$ cat src/hdl/secant_root_iteration_engine_defines.svh
// ---------------------------------------------------------------------------
// secant root iteration engine assertion macros
// shared property forms for the engine's concurrent checks
// ---------------------------------------------------------------------------
`ifndef SECANT_ROOT_ITERATION_ENGINE_DEFINES_SVH
`define SECANT_ROOT_ITERATION_ENGINE_DEFINES_SVH

// same-cycle implication, sampled on clk, off during rst
`define SRIE_ASSERT_NOW(label, ante, cons, msg) \
  label: assert property (@(posedge clk) disable iff (rst) (ante) |-> (cons)) \
    else $error(msg);

// next-cycle implication, sampled on clk, off during rst
`define SRIE_ASSERT_NEXT(label, ante, cons, msg) \
  label: assert property (@(posedge clk) disable iff (rst) (ante) |=> (cons)) \
    else $error(msg);

`endif

$ cat src/hdl/srie_pkg.sv
// ---------------------------------------------------------------------------
// srie_pkg
// types, codes and constants shared by the secant root engine modules
// ---------------------------------------------------------------------------
`timescale 1ns / 1ps

package srie_pkg;

  localparam int DEF_DATA_WIDTH    = 32;
  localparam int DEF_FRACTION_BITS = 16;
  localparam int DEF_COUNT_WIDTH   = 16;

  localparam int TOL_WIDTH       = 31;
  localparam int LIMIT_WIDTH     = 16;
  localparam int CFG_DATA_WIDTH  = TOL_WIDTH;
  localparam int CFG_INDEX_WIDTH = 2;

  localparam logic [TOL_WIDTH-1:0]   TOL_RESET   = 31'd66;
  localparam logic [LIMIT_WIDTH-1:0] LIMIT_RESET = 16'd50;

  typedef enum logic [CFG_INDEX_WIDTH-1:0] {
    REG_VALUE_TOL = 2'd0,
    REG_POINT_TOL = 2'd1,
    REG_SLOPE_TOL = 2'd2,
    REG_MAX_ITER  = 2'd3
  } cfg_reg_t;

  typedef enum logic {
    OP_START = 1'b0,
    OP_VALUE = 1'b1
  } op_t;

  typedef enum logic {
    KIND_REQUEST = 1'b0,
    KIND_ROOT    = 1'b1
  } kind_t;

  typedef enum logic [1:0] {
    STAT_OK          = 2'd0,
    STAT_SAME_POINT  = 2'd1,
    STAT_FLAT_SLOPE  = 2'd2,
    STAT_NO_CONVERGE = 2'd3
  } status_t;

  typedef enum logic [1:0] {
    PH_IDLE   = 2'd0,
    PH_WAIT_A = 2'd1,
    PH_WAIT_B = 2'd2,
    PH_ITER   = 2'd3
  } phase_t;

  typedef enum logic [3:0] {
    S_IDLE,
    S_DIFF,
    S_CHECK,
    S_DIVIDE,
    S_QSAT,
    S_MUL_LO,
    S_MUL_HI,
    S_MUL_SUM,
    S_UPDATE,
    S_EMIT
  } state_t;

  typedef enum logic [2:0] {
    LOAD_NONE,
    LOAD_START,
    LOAD_FIRST,
    LOAD_SORT,
    LOAD_NEXT
  } load_sel_t;

  typedef enum logic [2:0] {
    PEND_NONE,
    PEND_START,
    PEND_PREV,
    PEND_FINAL,
    PEND_NEXT
  } pend_sel_t;

  typedef struct packed {
    logic [TOL_WIDTH-1:0]   value_tol;
    logic [TOL_WIDTH-1:0]   point_tol;
    logic [TOL_WIDTH-1:0]   slope_tol;
    logic [LIMIT_WIDTH-1:0] max_iter;
  } cfg_t;

  typedef struct packed {
    load_sel_t load_sel;
    pend_sel_t pend_sel;
    status_t   final_status;
    logic      diff;
    logic      capture;
    logic      div_start;
    logic      qsat;
    logic      mul_lo;
    logic      mul_hi;
    logic      mul_sum;
    logic      update;
    logic      out_load;
  } dp_cmd_t;

  typedef struct packed {
    logic value_open;
    logic below_limit;
    logic same_point;
    logic flat_slope;
    logic div_busy;
  } dp_status_t;

endpackage

$ cat src/hdl/srie_regs.sv
// ---------------------------------------------------------------------------
// srie_regs
// tolerance and iteration limit registers behind the write port
// ---------------------------------------------------------------------------
`timescale 1ns / 1ps

module srie_regs import srie_pkg::*; (
  input  logic                       clk,
  input  logic                       rst,
  input  logic                       wr_en,
  input  logic [CFG_INDEX_WIDTH-1:0] wr_index,
  input  logic [CFG_DATA_WIDTH-1:0]  wr_data,
  output cfg_t                       cfg
);

  always_ff @(posedge clk) begin
    if (rst) begin
      cfg.value_tol <= TOL_RESET;
      cfg.point_tol <= TOL_RESET;
      cfg.slope_tol <= TOL_RESET;
      cfg.max_iter  <= LIMIT_RESET;
    end else if (wr_en) begin
      unique case (cfg_reg_t'(wr_index))
        REG_VALUE_TOL: cfg.value_tol <= wr_data[TOL_WIDTH-1:0];
        REG_POINT_TOL: cfg.point_tol <= wr_data[TOL_WIDTH-1:0];
        REG_SLOPE_TOL: cfg.slope_tol <= wr_data[TOL_WIDTH-1:0];
        REG_MAX_ITER:  cfg.max_iter  <= wr_data[LIMIT_WIDTH-1:0];
      endcase
    end
  end

endmodule

$ cat src/hdl/srie_divider.sv
// ---------------------------------------------------------------------------
// srie_divider
// radix-2 restoring divider, one quotient bit per cycle
// ---------------------------------------------------------------------------
`timescale 1ns / 1ps

module srie_divider import srie_pkg::*; #(
  parameter int DATA_WIDTH    = DEF_DATA_WIDTH,
  parameter int FRACTION_BITS = DEF_FRACTION_BITS
) (
  input  logic                                clk,
  input  logic                                rst,
  input  logic                                start,
  input  logic [DATA_WIDTH+FRACTION_BITS-1:0] dividend,
  input  logic [DATA_WIDTH:0]                 divisor,
  output logic                                busy,
  output logic [DATA_WIDTH+FRACTION_BITS-1:0] quotient
);

  localparam int NUM_W = DATA_WIDTH + FRACTION_BITS;
  localparam int REM_W = DATA_WIDTH + 1;
  localparam int CNT_W = $clog2(NUM_W + 1);

  logic [REM_W-1:0] rem;
  logic [REM_W-1:0] dvs;
  logic [NUM_W-1:0] quo;
  logic [CNT_W-1:0] cnt;

  logic [REM_W:0]   shifted;
  logic [REM_W:0]   trial;
  logic             fits;

  always_comb begin
    shifted = {rem, quo[NUM_W-1]};
    fits    = shifted >= {1'b0, dvs};
    trial   = shifted - {1'b0, dvs};
  end

  always_ff @(posedge clk) begin
    if (rst) begin
      cnt <= '0;
    end else if (start) begin
      cnt <= CNT_W'(NUM_W);
    end else if (cnt != '0) begin
      cnt <= cnt - CNT_W'(1);
    end
  end

  always_ff @(posedge clk) begin
    if (start) begin
      rem <= '0;
      quo <= dividend;
      dvs <= divisor;
    end else if (cnt != '0) begin
      rem <= fits ? trial[REM_W-1:0] : shifted[REM_W-1:0];
      quo <= {quo[NUM_W-2:0], fits};
    end
  end

  assign busy     = cnt != '0;
  assign quotient = quo;

endmodule

$ cat src/hdl/srie_datapath.sv
// ---------------------------------------------------------------------------
// srie_datapath
// point and value registers, tolerance checks, secant step arithmetic
// and the result word register
// ---------------------------------------------------------------------------
`timescale 1ns / 1ps

module srie_datapath import srie_pkg::*; #(
  parameter int DATA_WIDTH    = DEF_DATA_WIDTH,
  parameter int FRACTION_BITS = DEF_FRACTION_BITS,
  parameter int COUNT_WIDTH   = DEF_COUNT_WIDTH
) (
  input  logic                          clk,
  input  dp_cmd_t                       cmd,
  input  cfg_t                          cfg,
  input  logic signed [DATA_WIDTH-1:0]  start_a,
  input  logic signed [DATA_WIDTH-1:0]  start_b,
  input  logic signed [DATA_WIDTH-1:0]  func_value,
  output dp_status_t                    flags,
  output logic                          res_kind,
  output logic signed [DATA_WIDTH-1:0]  res_point,
  output logic [1:0]                    res_status,
  output logic [COUNT_WIDTH-1:0]        res_iterations
);

  localparam int DW    = DATA_WIDTH;
  localparam int NUM_W = DW + FRACTION_BITS;
  localparam int MAG_W = DW + 1;
  localparam int LO_W  = (DW + 2) / 2;
  localparam int PP_W  = DW + LO_W;
  localparam int ACC_W = 2 * DW + 1;
  localparam int CMP_W = (MAG_W > TOL_WIDTH) ? MAG_W : TOL_WIDTH;
  localparam int LIM_W = (COUNT_WIDTH > LIMIT_WIDTH) ? COUNT_WIDTH : LIMIT_WIDTH;

  localparam logic [DW-1:0]          SAT_NEG    = {1'b1, {(DW-1){1'b0}}};
  localparam logic [DW-1:0]          SAT_POS    = {1'b0, {(DW-1){1'b1}}};
  localparam logic [COUNT_WIDTH-1:0] COUNT_FULL = '1;

  logic signed [DW-1:0]    cur_pt;
  logic signed [DW-1:0]    cur_val;
  logic signed [DW-1:0]    prev_pt;
  logic signed [DW-1:0]    prev_val;
  logic [COUNT_WIDTH-1:0]  count;
  logic [MAG_W-1:0]        dx;
  logic [MAG_W-1:0]        dfv;
  logic [MAG_W-1:0]        dx_mag_r;
  logic                    neg_q;
  logic                    neg_p;
  logic [DW-1:0]           q_mag;
  logic [PP_W-1:0]         pp;
  logic [ACC_W-1:0]        acc;
  kind_t                   pend_kind;
  status_t                 pend_status;
  logic signed [DW-1:0]    pend_point;

  logic [DW-1:0]           cv_bits;
  logic [DW-1:0]           cv_mag;
  logic [MAG_W-1:0]        dx_mag;
  logic [MAG_W-1:0]        dfv_mag;
  logic                    div_busy;
  logic [NUM_W-1:0]        quotient;
  logic                    q_ovf;
  logic [LO_W-1:0]         mul_b;
  logic [PP_W-1:0]         mul_out;
  logic [ACC_W-1:0]        pm;
  logic                    p_ovf;
  logic [DW-1:0]           p_mag;
  logic [MAG_W-1:0]        step_sum;
  logic [DW-1:0]           nxt_sat;

  // magnitudes and tolerance checks
  always_comb begin
    cv_bits = cur_val;
    cv_mag  = cv_bits[DW-1] ? (~cv_bits + DW'(1)) : cv_bits;
    dx_mag  = dx[DW] ? (~dx + MAG_W'(1)) : dx;
    dfv_mag = dfv[DW] ? (~dfv + MAG_W'(1)) : dfv;
    flags.value_open  = CMP_W'(cv_mag) > CMP_W'(cfg.value_tol);
    flags.below_limit = LIM_W'(count) < LIM_W'(cfg.max_iter);
    flags.same_point  = CMP_W'(dx_mag) < CMP_W'(cfg.point_tol);
    flags.flat_slope  = (CMP_W'(dfv_mag) < CMP_W'(cfg.slope_tol)) || (dfv_mag == '0);
    flags.div_busy    = div_busy;
  end

  srie_divider #(
    .DATA_WIDTH    (DATA_WIDTH),
    .FRACTION_BITS (FRACTION_BITS)
  ) u_divider (
    .clk      (clk),
    .rst      (cmd.div_start & 1'b0),
    .start    (cmd.div_start),
    .dividend (NUM_W'(cv_mag) << FRACTION_BITS),
    .divisor  (dfv_mag),
    .busy     (div_busy),
    .quotient (quotient)
  );

  // saturation of quotient and product, shared multiplier, next point
  always_comb begin
    q_ovf    = |quotient[NUM_W-1:DW-1];
    mul_b    = cmd.mul_hi ? LO_W'(dx_mag_r[MAG_W-1:LO_W]) : dx_mag_r[LO_W-1:0];
    mul_out  = PP_W'(q_mag) * PP_W'(mul_b);
    pm       = acc >> FRACTION_BITS;
    p_ovf    = |pm[ACC_W-1:DW-1];
    p_mag    = p_ovf ? (neg_p ? SAT_NEG : SAT_POS) : pm[DW-1:0];
    step_sum = {cur_pt[DW-1], cur_pt} + (neg_p ? {1'b0, p_mag} : (~{1'b0, p_mag} + MAG_W'(1)));
    if (step_sum[DW] != step_sum[DW-1]) begin
      nxt_sat = step_sum[DW] ? SAT_NEG : SAT_POS;
    end else begin
      nxt_sat = step_sum[DW-1:0];
    end
  end

  always_ff @(posedge clk) begin
    case (cmd.load_sel)
      LOAD_START: begin
        cur_pt   <= start_a;
        prev_pt  <= start_b;
        cur_val  <= '0;
        prev_val <= '0;
        count    <= '0;
      end
      LOAD_FIRST: cur_val <= func_value;
      LOAD_SORT: begin
        if (cur_val > func_value) begin
          cur_pt   <= prev_pt;
          cur_val  <= func_value;
          prev_pt  <= cur_pt;
          prev_val <= cur_val;
        end else begin
          prev_val <= func_value;
        end
      end
      LOAD_NEXT: begin
        cur_val <= func_value;
        if (count != COUNT_FULL) begin
          count <= count + COUNT_WIDTH'(1);
        end
      end
      default: ;
    endcase

    if (cmd.diff) begin
      dx  <= {cur_pt[DW-1], cur_pt} - {prev_pt[DW-1], prev_pt};
      dfv <= {cur_val[DW-1], cur_val} - {prev_val[DW-1], prev_val};
    end

    if (cmd.capture) begin
      dx_mag_r <= dx_mag;
      neg_q    <= cv_bits[DW-1] ^ dfv[DW];
      neg_p    <= cv_bits[DW-1] ^ dfv[DW] ^ dx[DW];
    end

    if (cmd.qsat) begin
      q_mag <= q_ovf ? (neg_q ? SAT_NEG : SAT_POS) : quotient[DW-1:0];
    end

    if (cmd.mul_lo) begin
      pp <= mul_out;
    end
    if (cmd.mul_hi) begin
      acc <= ACC_W'(pp);
      pp  <= mul_out;
    end
    if (cmd.mul_sum) begin
      acc <= acc + (ACC_W'(pp) << LO_W);
    end

    if (cmd.update) begin
      prev_pt  <= cur_pt;
      prev_val <= cur_val;
      cur_pt   <= nxt_sat;
    end

    case (cmd.pend_sel)
      PEND_START: begin
        pend_kind   <= KIND_REQUEST;
        pend_point  <= start_a;
        pend_status <= STAT_OK;
      end
      PEND_PREV: begin
        pend_kind   <= KIND_REQUEST;
        pend_point  <= prev_pt;
        pend_status <= STAT_OK;
      end
      PEND_FINAL: begin
        pend_kind   <= KIND_ROOT;
        pend_point  <= cur_pt;
        pend_status <= cmd.final_status;
      end
      PEND_NEXT: begin
        pend_kind   <= KIND_REQUEST;
        pend_point  <= nxt_sat;
        pend_status <= STAT_OK;
      end
      default: ;
    endcase

    if (cmd.out_load) begin
      res_kind       <= pend_kind;
      res_point      <= pend_point;
      res_status     <= pend_status;
      res_iterations <= count;
    end
  end

endmodule

$ cat src/hdl/srie_ctrl.sv
// ---------------------------------------------------------------------------
// srie_ctrl
// sequencer for the search phases and the steps of one secant update,
// owner of the handshake flags
// ---------------------------------------------------------------------------
`timescale 1ns / 1ps

module srie_ctrl import srie_pkg::*; (
  input  logic       clk,
  input  logic       rst,
  input  logic       in_valid,
  input  logic       operation,
  input  logic       out_stall,
  input  dp_status_t flags,
  output logic       in_stall,
  output logic       out_valid,
  output dp_cmd_t    cmd
);

  state_t  state;
  state_t  state_next;
  phase_t  phase;
  phase_t  phase_next;
  logic    out_free;
  logic    search_on;
  logic    stop;
  status_t final_code;

  always_comb begin
    out_free  = !out_valid || !out_stall;
    search_on = flags.value_open && flags.below_limit;
    stop      = !search_on || flags.same_point || flags.flat_slope;
    if (!search_on) begin
      final_code = flags.below_limit ? STAT_OK : STAT_NO_CONVERGE;
    end else if (flags.same_point) begin
      final_code = STAT_SAME_POINT;
    end else begin
      final_code = STAT_FLAT_SLOPE;
    end
  end

  // next state
  always_comb begin
    state_next = state;
    phase_next = phase;
    unique case (state)
      S_IDLE: begin
        if (in_valid) begin
          if (op_t'(operation) == OP_START) begin
            phase_next = PH_WAIT_A;
            state_next = S_EMIT;
          end else begin
            unique case (phase) inside
              PH_IDLE: ;
              PH_WAIT_A: begin
                phase_next = PH_WAIT_B;
                state_next = S_EMIT;
              end
              PH_WAIT_B, PH_ITER: state_next = S_DIFF;
            endcase
          end
        end
      end
      S_DIFF: state_next = S_CHECK;
      S_CHECK: begin
        if (stop) begin
          phase_next = PH_IDLE;
          state_next = S_EMIT;
        end else begin
          state_next = S_DIVIDE;
        end
      end
      S_DIVIDE: begin
        if (!flags.div_busy) begin
          state_next = S_QSAT;
        end
      end
      S_QSAT:    state_next = S_MUL_LO;
      S_MUL_LO:  state_next = S_MUL_HI;
      S_MUL_HI:  state_next = S_MUL_SUM;
      S_MUL_SUM: state_next = S_UPDATE;
      S_UPDATE: begin
        phase_next = PH_ITER;
        state_next = S_EMIT;
      end
      S_EMIT: begin
        if (out_free) begin
          state_next = S_IDLE;
        end
      end
      default: state_next = S_IDLE;
    endcase
  end

  // datapath commands
  always_comb begin
    cmd              = '0;
    cmd.load_sel     = LOAD_NONE;
    cmd.pend_sel     = PEND_NONE;
    cmd.final_status = final_code;
    unique case (state)
      S_IDLE: begin
        if (in_valid) begin
          if (op_t'(operation) == OP_START) begin
            cmd.load_sel = LOAD_START;
            cmd.pend_sel = PEND_START;
          end else begin
            unique case (phase)
              PH_IDLE: ;
              PH_WAIT_A: begin
                cmd.load_sel = LOAD_FIRST;
                cmd.pend_sel = PEND_PREV;
              end
              PH_WAIT_B: cmd.load_sel = LOAD_SORT;
              PH_ITER:   cmd.load_sel = LOAD_NEXT;
            endcase
          end
        end
      end
      S_DIFF: cmd.diff = 1'b1;
      S_CHECK: begin
        cmd.capture   = 1'b1;
        cmd.div_start = !stop;
        if (stop) begin
          cmd.pend_sel = PEND_FINAL;
        end
      end
      S_DIVIDE:  ;
      S_QSAT:    cmd.qsat = 1'b1;
      S_MUL_LO:  cmd.mul_lo = 1'b1;
      S_MUL_HI:  cmd.mul_hi = 1'b1;
      S_MUL_SUM: cmd.mul_sum = 1'b1;
      S_UPDATE: begin
        cmd.update   = 1'b1;
        cmd.pend_sel = PEND_NEXT;
      end
      S_EMIT: cmd.out_load = out_free;
      default: ;
    endcase
  end

  always_ff @(posedge clk) begin
    if (rst) begin
      state     <= S_IDLE;
      phase     <= PH_IDLE;
      out_valid <= 1'b0;
    end else begin
      state <= state_next;
      phase <= phase_next;
      if (cmd.out_load) begin
        out_valid <= 1'b1;
      end else if (!out_stall) begin
        out_valid <= 1'b0;
      end
    end
  end

  assign in_stall = state != S_IDLE;

endmodule

$ cat src/hdl/secant_root_iteration_engine.sv
// ---------------------------------------------------------------------------
// secant_root_iteration_engine
// Secant root finder for a function evaluated outside the block. A start
// word gives two points and the block answers with a request for each; every
// value word then yields one result word: the next point to evaluate or a
// final root with its status. One input word is worked on at a time while
// the previous result may still wait in the output register. A start word or
// the first value goes straight to the output; a value that ends the search
// without a division passes the difference and check states; a secant step
// adds the divide on the radix-2 divider, one quotient bit per cycle, then
// saturation, a product formed in two halves on one multiplier and the update.
// Registers: value, point and slope tolerance, iteration limit.
// ---------------------------------------------------------------------------
`timescale 1ns / 1ps

`include "secant_root_iteration_engine_defines.svh"

module secant_root_iteration_engine import srie_pkg::*; #(
  parameter int DATA_WIDTH    = DEF_DATA_WIDTH,
  parameter int FRACTION_BITS = DEF_FRACTION_BITS,
  parameter int COUNT_WIDTH   = DEF_COUNT_WIDTH
) (
  input  logic                         clk,
  input  logic                         rst,
  input  logic                         wr_en,
  input  logic [CFG_INDEX_WIDTH-1:0]   wr_index,
  input  logic [CFG_DATA_WIDTH-1:0]    wr_data,
  input  logic                         in_valid,
  output logic                         in_stall,
  input  logic                         operation,
  input  logic signed [DATA_WIDTH-1:0] start_a,
  input  logic signed [DATA_WIDTH-1:0] start_b,
  input  logic signed [DATA_WIDTH-1:0] func_value,
  output logic                         out_valid,
  input  logic                         out_stall,
  output logic                         result_kind,
  output logic signed [DATA_WIDTH-1:0] point,
  output logic [1:0]                   status,
  output logic [COUNT_WIDTH-1:0]       iterations
);

  cfg_t       cfg;
  dp_cmd_t    dp_cmd;
  dp_status_t dp_status;

  srie_regs u_regs (
    .clk      (clk),
    .rst      (rst),
    .wr_en    (wr_en),
    .wr_index (wr_index),
    .wr_data  (wr_data),
    .cfg      (cfg)
  );

  srie_ctrl u_ctrl (
    .clk       (clk),
    .rst       (rst),
    .in_valid  (in_valid),
    .operation (operation),
    .out_stall (out_stall),
    .flags     (dp_status),
    .in_stall  (in_stall),
    .out_valid (out_valid),
    .cmd       (dp_cmd)
  );

  srie_datapath #(
    .DATA_WIDTH    (DATA_WIDTH),
    .FRACTION_BITS (FRACTION_BITS),
    .COUNT_WIDTH   (COUNT_WIDTH)
  ) u_datapath (
    .clk            (clk),
    .cmd            (dp_cmd),
    .cfg            (cfg),
    .start_a        (start_a),
    .start_b        (start_b),
    .func_value     (func_value),
    .flags          (dp_status),
    .res_kind       (result_kind),
    .res_point      (point),
    .res_status     (status),
    .res_iterations (iterations)
  );

  // a waiting result word is never overwritten
  `SRIE_ASSERT_NOW(a_no_overwrite, dp_cmd.out_load, !out_valid || !out_stall, "result word overwritten")

  // the divider is idle whenever a new word can be taken
  `SRIE_ASSERT_NOW(a_div_idle, !in_stall, !dp_status.div_busy, "divider busy while ready")

  // a started division is running in the next cycle
  `SRIE_ASSERT_NEXT(a_div_runs, dp_cmd.div_start, dp_status.div_busy, "divider did not start")

  // requests always carry a clean status
  `SRIE_ASSERT_NOW(a_req_status, out_valid && (result_kind == KIND_REQUEST), status == STAT_OK, "request with status set")

endmodule

$ cat config.mk
export PLATFORM = sky130hd
export DESIGN_NAME = secant_root_iteration_engine
export DESIGN_NICKNAME = d
export VERILOG_FILES = /design/src/hdl/srie_pkg.sv /design/src/hdl/srie_regs.sv /design/src/hdl/srie_divider.sv /design/src/hdl/srie_datapath.sv /design/src/hdl/srie_ctrl.sv /design/src/hdl/secant_root_iteration_engine.sv
export VERILOG_INCLUDE_DIRS = /design/src /design/src/hdl
export SDC_FILE = /design/constraint.sdc
export NUM_CORES = 2
export LEC_CHECK = 0
export ABC_CLOCK_PERIOD_IN_PS = 11500
export BUFFER_PORTS_ARGS = -buffer_cell sky130_fd_sc_hd__buf_2
export CAP_MARGIN = 0
export CELL_PAD_IN_SITES_DETAIL_PLACEMENT = 1
export CELL_PAD_IN_SITES_GLOBAL_PLACEMENT = 2
export CORE_UTILIZATION = 42
export DETAILED_ROUTE_END_ITERATION = 16
export HOLD_SLACK_MARGIN = 0.03
export PLACE_DENSITY_LB_ADDON = 0.1
export SLEW_MARGIN = 20
export SYNTH_ARGS = -nofsm -noshare
export SYNTH_HDL_FRONTEND = slang
export SYNTH_SLANG_ARGS = --single-unit
$ cat constraint.sdc
create_clock -name clk -period 11.5 [get_ports clk]
set_input_delay 2.3 -clock clk [delete_from_list [all_inputs] [get_ports clk]]
set_output_delay 2.3 -clock clk [all_outputs]
set_load 0.05 [all_outputs]
==> metrics.yaml <==
outcome:
  status: "finished, final reports clean"
clock_tree:
  worstSkewPairLatency_ns: 0.71
  post_cts.repair.setup_buffers: 0
  clk_path_buf_depth: 3
  clkSinkCount: 697
  cts_tree: "yes"
  clk_pin_slew_worst_paths_ns: 0.06
  cts_root_buf: "clkbuf_16"
  ctsHoldBuffers: 0
  cts_made_buffers: 89
  h-tree-depth: 3
  cts_resized: 0
timing:
  maxSlewHeadroom_pct: 25.0
  slew_violations: 0
  setup_ws_ns: 2.29
  period_share_pct: 80.1
  finalSetupViolCount: 0
  hold_viol: 0
  tightest_slew_ns: 1.13
  fin_setup_tns_ns: 0
  clock_skew_ns: 0.0380
  rsz0062_at_grt: "false"
  post-route-min-period_ns: 9.21
  max_freq_ghz: 0.109
worst_setup_path:
  critPathLaunchType: "flip-flop"
  critical_path_class: "flip-flop to flip-flop"
  crit_path_frequent_cell: "fa_1"
  critPathMaxFanout: 51
  cp.required_ns: 11.98
  slowest_stage: "mux2_2"
  cpLargestDelayFamily: "adder cells"
  worst-path-buf-inv: 5
  cp-end-kind: "flip-flop"
  max_stage_delay_ns: 0.86
  critPathArrivalTime_ns: 9.69
drt:
  firstDrtPassIters: 5
  vias: 46205
  wl_met1_um: 84800
  wl_per_cell_um: 23.2
  drtIter0Drc: 2478
  viasPerCell: 5.52
  drtAntennaViolNets: 0
  dr_wl_met2_um: 96100
  drc: 0
  dr.max_layer_used: "met5"
  drt-total-wl_um: 194000
  wl_met3_um: 6790
floorplan:
  coreArea_sq_um: 140000
  num_io_pins: 188
  dieArea_sq_um: 143000
  die_h_um: 379
  initial_utilization_pct: 42.5
  rows: 137
  die_w_um: 379
grt:
  grt_pass1_wl_um: 298000
  antenna_found_initial: 6
  grt_max_degree: 84
  grt_pass1_vias: 49326
  grtUsageTotal_pct: 27.2
  overflow: 0
synthesis:
  synth_enable_flop_cells: 526
  yosysSeqAreaShare_pct: 32.2
  avgSynthCellArea_sq_um: 9.40
  yosysUniqueCellTypes: 94
  syn_inst: 6344
  syn-cell-area_sq_um: 59600
  synth_fp_nets: 7383
  ys_seq_elements: 697
  yosysWarnings: 0
  async_reset_ff_share_pct: 0
  ys.flop_type: "edfxtp_1"
worst_hold_path:
  min_path_type: "flip-flop to flip-flop"
place:
  dpl.hpwl_um: 148000
  port-buffer-count: 187
  place.gp.congestion: 0.865
  place_ws_ns: 2.29
final_layout:
  drive_above_1_share_pct: 8.57
  area_delta_synth_final_pct: 9.70
  fin_nets: 7448
flow_run:
  drv_cap: 0
## registers in the layout, summed over array words and instances (netlist names), 32 cells and up
name and flops:
u_datapath.u_divider.quotient 48, u_datapath.pp 49, u_datapath.prev_val 32, u_datapath.res_point 32, u_datapath.dx_mag_r 33, u_datapath.cur_pt 32, u_datapath.acc 49, u_datapath.q_mag 32
u_datapath.u_divider.dvs 33, u_datapath.pend_point 32, u_regs.cfg 109, u_datapath.dx 33, u_datapath.prev_pt 32, u_datapath.cur_val 32, u_datapath.dfv 33, u_datapath.u_divider.rem 33
## per-layer routing
metal / vias up / track usage, %
met4: 6 / 8.31
met2: 796 / 47.9
li1: 21710 / -
met3: 270 / 2.98
met5: - / 0
met1: 23423 / 34.8
## area by class of cell
class | count | area, sq um
Antenna cell | 2 | 5.00
Clock buffer | 121 | 2450
Clock inverter | 47 | 558
Fill cell | 16007 | 74800
Inverter | 879 | 3300
Multi-Input combinational cell | 4495 | 36100
Sequential cell | 697 | 19200
Tap cell | 1876 | 2350
Timing Repair Buffer | 247 | 1390
## through the flow
step           utilization [%]  cell area [sq um]  hold slack (ns)  std cells
6_report                  46.6              65400            0.409       8364
5_1_grt                   46.6              65400            0.421       8363
4_1_cts                   46.6              65400            0.406       8362
3_5_place_dp              44.5              62400            0.406       8194
3_3_place_gp              44.5              62400            0.402       8194
2_1_floorplan                -              59600            0.400       6344
## cells in the final DEF (no fill, tap or decap), drive strengths merged, types with 57 or more instances in the layout
cell,n
clkbuf,121
nand2,848
dfxtp,171
o21ai,232
a31oi,70
edfxtp,526
nand3,90
xnor2,217
fa,454
ha,450
xor2,84
a21oi,389
inv,884
buf,247
and2,226
a211oi,57
a21o,153
nor3,113
nor2,265
## worst paths after layout
| check | from | end | slack (ns) | cells after the start |
|---|---|---|---|---|
| worst max-delay path | u_ctrl.state[1] | u_datapath.pp[46] | 2.29 | 26 |
| worst min-delay path | u_datapath.pend_point[3] | u_datapath.res_point[3] | 0.41 | 0 |
| worst max register to register | u_ctrl.state[1] | u_datapath.pp[46] | 2.29 | 26 |
| worst min register to register | u_datapath.pend_point[3] | u_datapath.res_point[3] | 0.41 | 0 |
## cell usage after synthesis (25+ instances only)
cell / instances / area (sq um)
nor2_1: 265 / 995
a31oi_1: 40 / 250
or4_1: 25 / 188
a211o_1: 26 / 228
ha_1: 450 / 5630
or3_1: 39 / 244
nor2b_1: 42 / 263
xor2_1: 84 / 736
nand2_1: 848 / 3180
a22o_1: 34 / 298
nand2b_1: 52 / 325
o21ai_0: 189 / 946
and2_1: 225 / 1410
nor3_1: 111 / 556
o21a_1: 52 / 390
o21ai_1: 43 / 215
nand4_1: 43 / 269
inv_1: 879 / 3300
a211oi_1: 33 / 248
nor4_1: 38 / 238
fa_1: 454 / 9090
o31ai_1: 34 / 255
a21oi_1: 388 / 1940
edfxtp_1: 526 / 15800
and3_1: 37 / 231
nand3_1: 90 / 450
a21o_1: 153 / 1150
mux2_2: 46 / 518
clkbuf_1: 239 / 897
dfxtp_1: 171 / 3420
a22oi_1: 36 / 270
a31oi_2: 30 / 375
o211ai_1: 55 / 413
xnor2_1: 217 / 1900
## cells by family (layout without fill, tap and decap cells)
logic type | count (synthesis) | in the layout | synth area share, %
flip-flops | 697 | 697 | 32.2
adder cells (fa/ha/maj) | 904 | 904 | 24.7
AND/OR/NAND/NOR | 1915 | 1915 | 15.3
XOR/XNOR | 301 | 301 | 4.42
multiplexers | 61 | 61 | 1.13
AO/OA/AOI/OAI | 1314 | 1314 | 14.8
other | 0 | 2 | 0
buffers and inverters | 1152 | 1294 | 7.40
Power is not shown: default switching activity piles up to over one toggle a cycle in this logic, so the estimate is an artifact.
